## src/hw/rtl/assert_macros.svh

```systemverilog
// Assertion macros shared by the window-mean RTL.
// No dependencies; the assertion forms are left out when SYNTH is defined.
`ifndef ASSERT_MACROS_SVH
`define ASSERT_MACROS_SVH
`ifndef SYNTH
// Property must hold at every clock edge out of reset.
`define ASSERT_CLK(label, clk, rst_n, prop) \
  label: assert property (@(posedge clk) disable iff (!rst_n) (prop)) \
    else $error("assertion failed");
// Expression must never be true at a clock edge out of reset.
`define ASSERT_NEVER(label, clk, rst_n, expr) \
  label: assert property (@(posedge clk) disable iff (!rst_n) !(expr)) \
    else $error("forbidden condition seen");
`else
`define ASSERT_CLK(label, clk, rst_n, prop)
`define ASSERT_NEVER(label, clk, rst_n, expr)
`endif
`endif

```

## src/hw/rtl/imu_wam_pkg.sv

```systemverilog
// Types, fixed widths and codes for the IMU window axis mean block.
// No dependencies; used by the interfaces, controller, datapath and top level.
package imu_wam_pkg;

  localparam int AXIS_COUNT = 6;
  localparam int SMP_W      = 16;
  localparam int TIME_W     = 48;
  localparam int MEAN_W     = 24;
  localparam int FRAC_W     = 8;

  typedef logic [1:0]               mode_t;
  typedef logic signed [SMP_W-1:0]  smp_t;
  typedef logic [TIME_W-1:0]        time_t;
  typedef logic signed [MEAN_W-1:0] mean_t;

  // Item modes; any other code only reports
  localparam mode_t MODE_INSERT = 2'd0;
  localparam mode_t MODE_EVICT  = 2'd1;

  // Controller to datapath
  typedef struct packed {
    logic accept;    // word taken: capture, insert when allowed
    logic ev_pop;    // drop the oldest sample
    logic div_load;  // start the six divisions
    logic div_step;  // one quotient bit on each lane
    logic out_load;  // fill the result register
  } dp_cmd_t;

  // Datapath to controller
  typedef struct packed {
    logic ev_hit;    // oldest sample lies before the cutoff
  } dp_sts_t;

endpackage

```

## src/hw/rtl/imu_wam_ctrl.sv

```systemverilog
// Sequencing state machine of the IMU window axis mean block.
// Depends on imu_wam_pkg and assert_macros.svh; drives imu_wam_dp.
`include "assert_macros.svh"

module imu_wam_ctrl import imu_wam_pkg::*; #(
  parameter int DIV_W = 32
) (
  input  logic    clk_i,
  input  logic    rst_ni,
  input  logic    in_valid_i,
  output logic    in_ready_o,
  input  logic    in_evict_i,
  output logic    out_valid_o,
  input  logic    out_ready_i,
  input  dp_sts_t sts_i,
  output dp_cmd_t cmd_o
);

  localparam int STEP_W = $clog2(DIV_W);

  localparam logic [2:0] S_IDLE   = 3'd0;
  localparam logic [2:0] S_EV_RD  = 3'd1;
  localparam logic [2:0] S_EV_CHK = 3'd2;
  localparam logic [2:0] S_LOAD   = 3'd3;
  localparam logic [2:0] S_DIV    = 3'd4;
  localparam logic [2:0] S_OUT    = 3'd5;

  logic [2:0]        state_q, state_d;
  logic [STEP_W-1:0] div_cnt_q, div_cnt_d;
  logic              out_valid_q, out_valid_d;
  logic              div_last;

  assign div_last = (div_cnt_q == STEP_W'(DIV_W - 1));

  // Next state and commands
  always_comb begin
    state_d    = state_q;
    div_cnt_d  = div_cnt_q;
    cmd_o      = '0;
    in_ready_o = 1'b0;
    case (state_q)
      S_IDLE: begin
        in_ready_o = 1'b1;
        if (in_valid_i) begin
          cmd_o.accept = 1'b1;
          state_d      = in_evict_i ? S_EV_RD : S_LOAD;
        end
      end
      // read register settles on the current oldest entry
      S_EV_RD: begin
        state_d = S_EV_CHK;
      end
      S_EV_CHK: begin
        if (sts_i.ev_hit) begin
          cmd_o.ev_pop = 1'b1;
          state_d      = S_EV_RD;
        end else begin
          state_d = S_LOAD;
        end
      end
      S_LOAD: begin
        cmd_o.div_load = 1'b1;
        div_cnt_d      = '0;
        state_d        = S_DIV;
      end
      S_DIV: begin
        cmd_o.div_step = 1'b1;
        div_cnt_d      = div_cnt_q + 1'b1;
        if (div_last) begin
          state_d = S_OUT;
        end
      end
      S_OUT: begin
        if (!out_valid_q || out_ready_i) begin
          cmd_o.out_load = 1'b1;
          state_d        = S_IDLE;
        end
      end
      default: begin
        state_d = S_IDLE;
      end
    endcase
  end

  // Result word held until taken
  always_comb begin
    out_valid_d = out_valid_q;
    if (cmd_o.out_load) begin
      out_valid_d = 1'b1;
    end else if (out_ready_i) begin
      out_valid_d = 1'b0;
    end
  end

  assign out_valid_o = out_valid_q;

  always_ff @(posedge clk_i or negedge rst_ni) begin
    if (!rst_ni) begin
      state_q     <= S_IDLE;
      div_cnt_q   <= '0;
      out_valid_q <= 1'b0;
    end else begin
      state_q     <= state_d;
      div_cnt_q   <= div_cnt_d;
      out_valid_q <= out_valid_d;
    end
  end

  // One word in flight at a time
  `ASSERT_CLK(a_single_item, clk_i, rst_ni, (in_valid_i && in_ready_o) |=> !in_ready_o)
  // Division counter never runs past the last quotient bit
  `ASSERT_NEVER(a_div_cnt_range, clk_i, rst_ni, (state_q == S_DIV) && (div_cnt_q > STEP_W'(DIV_W - 1)))
  // A result is never loaded over an untaken one
  `ASSERT_NEVER(a_no_overwrite, clk_i, rst_ni, cmd_o.out_load && out_valid_q && !out_ready_i)

endmodule

```

## config.mk

```make
export PLATFORM = sky130hd
export DESIGN_NAME = imu_wam_ctrl
export DESIGN_NICKNAME = d
export VERILOG_FILES = /design/src/hw/rtl/imu_wam_pkg.sv /design/src/hw/rtl/imu_wam_ctrl.sv
export VERILOG_INCLUDE_DIRS = /design/src /design/src/hw/rtl
export SDC_FILE = /design/constraint.sdc
export NUM_CORES = 1
export LEC_CHECK = 0
export BUFFER_PORTS_ARGS = -buffer_cell sky130_fd_sc_hd__buf_2
export CORE_AREA = 10 10 47 49
export DETAILED_ROUTE_END_ITERATION = 8
export DIE_AREA = 0 0 57 59
export GPL_ROUTABILITY_DRIVEN = 0
export GPL_TIMING_DRIVEN = 0
export MAX_ROUTING_LAYER = met4
export SLEW_MARGIN = 20
export SYNTH_ARGS = -nofsm -noshare
export SYNTH_HDL_FRONTEND = slang
export SYNTH_SLANG_ARGS = --single-unit
```

## constraint.sdc

```tcl
create_clock -name clk_i -period 1.8 [get_ports clk_i]
set_clock_uncertainty 0.05 [all_clocks]
set_input_delay 0.27 -clock clk_i [delete_from_list [all_inputs] [get_ports clk_i]]
set_output_delay 0.27 -clock clk_i [all_outputs]
set_load 0.01 [all_outputs]
```

# == Word level (Yosys, flattened, before mapping) ==
# Index checks and enable logic that the tools add are counted.
# totals
reg_bits,9
in_bits,6
output_inout_bits,7
word_cells,37
# classes
add_sub_neg,1
n_eq_ne,9
mux,18
reduce_logical,6
# op_table
cell,n
case mux 3 bit (6 select lines),1
2-to-1 mux 1 bit,11
case mux 5 bit (2 select lines),1
2-to-1 mux 3 bit,3
"== test 3 x 2 -> 1 bit, second input constant",2
"== test 3 bit, second input constant",2
"inequality test 2 bit, second input constant",3
"adder 5 x 1 -> 5 bit, second input constant",1
"== test 5 bit, second input constant",1
2-to-1 mux 2 bit,2
nonzero test 2 bit,2
"== test 3 x 1 -> 1 bit, second input constant",1
logical NOT 3 bit,1
AND reduction 3 bit,1
logical NOT 1 bit,1
logical OR 1 bit,1

# == Longest topological paths before layout ==
# depth
word_depth,5
depth_mapped,5
ltp_nobuf,5

# == Worst setup path after synthesis ==
# Ideal clock, no wire load.
# synth_path
kind,reg-to-output
start,register state_q[1]
end,output port cmd_o[0] (netlist bit)
t_arrival_ns,1.201
t_required_ns,1.480
setup_slack_ns,0.279
stages_incl_launch_ff,6
n_path_buf,2
cell_sequence,dfrtp_1 buf_4 or2b_1 or2_2 nor2_1 buf_4
# synth_lines
element,line,rtl
start: declaration,imu_wam_ctrl.sv:28,"logic [2:0] state_q, state_d;"
start signal: assignment,imu_wam_ctrl.sv:103,state_q <= state_d;
end: declaration,imu_wam_ctrl.sv:16,output dp_cmd_t cmd_o

==> flow_summary.ini <==
[run_status]
status = completed

[clock_tree]
cts_buffers = 3
root_buffer = clkbuf_4
cts.sinks = 9
htreeDepth = 1
clk_latency_ns = 0.26
clockBufferDepth = 2
cts_tree = done
clk_pin_slew_ns = 0.06

[synthesis]
yosysUniqueCellTypes = 25
ys_ff_latch = 9
synth_most_common_cell = dfrtp_1
synth_area_leader_cell = dfrtp_1
synth_async_sr_flop_share_pct = 100.0
ys.flop_type = dfrtp_1
synthTopCellsByCount = dfrtp_1 (9), nor2_1 (5), mux2i_1 (3), nand2_1 (3)
syn_area_um2 = 498.0
synthAdderAreaFrac_pct = 5.025
synth_seq_area_share_pct = 45.23
synthCells = 48
synth_top_cell_area_share_pct = 45.23
yosysWarnings = 0
yosys-mux-area-fraction_pct = 8.291
synth_top_family_by_area = simple AND/OR/NAND/NOR gates
synth_compound_area_share_pct = 11.06
ys_top_cells_by_area = dfrtp_1 (45%), mux2i_1 (6.0%), ha_1 (5.0%), a22o_2 (4.0%), nor2_1 (3.8%)
synth_nets = 56
synth_edf_count = 0
avgSynthCellArea_um2 = 10.37
synth_xor_area_share_pct = 0
yosys.area_share.simple_pct = 24.87

[worst_setup_path]
cp-end-kind = output port
r2r_setup_slack_ns = 0.29
required_ns = 1.48
critPathArrivalTime_ns = 1.41
path_class = reg -> out
timing.rr.start = state_q[1]$_DFFE_PN0P_
critPathMaxFanout = 2
reg2reg_depth = 4
r2r-end = div_cnt_q[0]$_DFFE_PN0P_
start_kind = flop

[power_and_ir_drop]
clockPowerShare_pct = 16.9
leakagePower_nw = 0.3456
sequentialPowerShare_pct = 32.7
p_comb_share_pct = 50.4
p_sw_uw = 347.4
switching_share_pct = 37.22
power.internal_uw = 586.1
powerDensity_nw_per_um2 = 1451
vdd_drop_max_v = 0.0007093

[cells_and_area]
synthToLayoutAreaGrowth_pct = 29.15
final_nets = 76
seq_area_um2 = 227.7
drive_above_1_share_pct = 40.30
final_util_pct = 45.89
multiInputGateArea_um2 = 247.7
fill_cells = 144
n_antenna_cell = 0
final_cells = 83

[worst_hold_path]
min_path_cells = 4
whs_endpoint = state_q[1]$_DFFE_PN0P_
hp-class = in -> reg
hold_start = sts_i

[die]
core_um2 = 1401
rows = 14
die_area_um2 = 3363
die_h_um = 59
io_pins = 13
dieWidth_um = 57
initial_core_util_pct = 35.54

[timing]
period_minus_slack_ns = 1.732
tightest_slew_ns = 0.3622
final-setup-viol-count = 0
layout_setup_ws_ns = 0.06792
rsz0062_at_grt = no
final.setup.tns_ns = 0
drv_slew = 0
relSlewSlack_pct = 75.83
period_share_pct = 96.23
max_freq_mhz = 577.3
timing.hold.ws_ns = 0.2295
hold_violations = 0

[routing]
antenna_left = 0
vias_per_cell = 4.867
finalWirelength_mm = 1.055
wl_per_cell_um = 12.71
drc_errors = 0
drt-initial-drc-count = 1
drtPass1Iterations = 4
via_count = 404

[global_routing]
first_global_vias = 390
overflow = 0
antenna_found_initial = 0
grt_pass1_wl_mm = 1.794
track_usage_pct = 6.873
grt_max_degree = 10

[placed_design]
hpwl_um = 774.4
placed_cells = 76
dp_slack_ns = 0.1368
port_buffers = 12

[run]
cap_violations = 0
-- final cells by class --
class,instances,area share [%]
Timing Repair Buffer,16,15.37
Tap cell,16,3.113
Multi-Input combinational cell,34,38.52
Inverter,2,1.167
Sequential cell,9,35.41
Clock buffer,4,4.086
Buffer,2,2.335
-- cell usage in the layout, fill, tap and decap left out, types with 3 or more instances in the layout --
cell | Yosys | routed
buf_2 | 1 | 11
dfrtp_1 | 9 | 7
buf_4 | 2 | 5
nor2_1 | 5 | 5
nand2_1 | 3 | 3
mux2i_1 | 3 | 3
clkbuf_4 | 0 | 3
-- flip-flops by register name, summed over array words and instances, names as in the netlist --
| register | cells |
|---|---|
| state_q | 3 |
| out_valid_o | 1 |
| div_cnt_q | 5 |
-- how the worst max path moves through the flow --
stage | startpoint | endpoint | slack (ns) | cells after the start
global route | state_q[1]$_DFFE_PN0P_ | cmd_o[1] | 0.006 | 3
finish | state_q[1]$_DFFE_PN0P_ | cmd_o[0] | 0.07 | 5
global placement | state_q[1]$_DFFE_PN0P_ | cmd_o[0] | 0.15 | 6
detailed placement | state_q[1]$_DFFE_PN0P_ | cmd_o[0] | 0.14 | 6
floorplan | state_q[1]$_DFFE_PN0P_ | cmd_o[0] | 0.28 | 5
CTS | state_q[1]$_DFFE_PN0P_ | cmd_o[0] | 0.04 | 5
-- routing by layer --
layer | track usage [%] | up-vias | share of wire, %
met3 | 3.648 | 4 | 8.8
met2 | 9.922 | 14 | 43
li1 | - | 204 | -
met5 | - | - | 0
met1 | 7.344 | 182 | 46
met4 | 4.027 | 0 | 2.7
-- cells by family (layout without fill, tap and decap cells) --
kind of cell               Yosys count  count (layout)
and+or+nand+nor                     21              21
DFF                                  9               9
AOI/OAI and AO/OA                    7               7
buffers and inverters                5              24
muxes                                4               4
adders and majority gates            2               2
-- worst max-delay path: stages, from the launching register on --
cell,delay (ns)
dfrtp_2,0.41
or2b_1,0.23
or2_4,0.23
nor2_1,0.08
buf_4,0.11
buf_6,0.09
-- through the flow --
| stage | cell area (um^2) | power [mW] |
|---|---|---|
| 2_1_floorplan | 498.0 | 0.6083 |
| 3_3_place_gp | 578.1 | 0.7252 |
| 3_5_place_dp | 578.1 | 0.7300 |
| 4_1_cts | 643.1 | 0.9480 |
| 5_1_grt | 643.1 | 1.010 |
| 6_report | 643.1 | 0.9335 |
-- power by group through the flow --
| stage | Combinational, mW | Clock (mW) | Sequential [mW] |
|---|---|---|---|
| final | 0.471 | 0.158 | 0.305 |
| after global routing | 0.521 | 0.175 | 0.315 |
| after CTS | 0.479 | 0.163 | 0.306 |
| after detailed placement | 0.418 | 0 | 0.312 |
| after global placement | 0.413 | 0 | 0.312 |
| after floorplan | 0.302 | 0 | 0.306 |
-- what timing repair did --
action | in CTS | in global routing
hold buffers | 1 | 0
setup buffers | 3 | 0
pin swaps | 1 | 1
hold endpoints to repair | 9 | 0
endpoints found under the setup margin | 1 | 1
gates resized for setup | 5 | 0
Power figures use the tool's default switching activity.
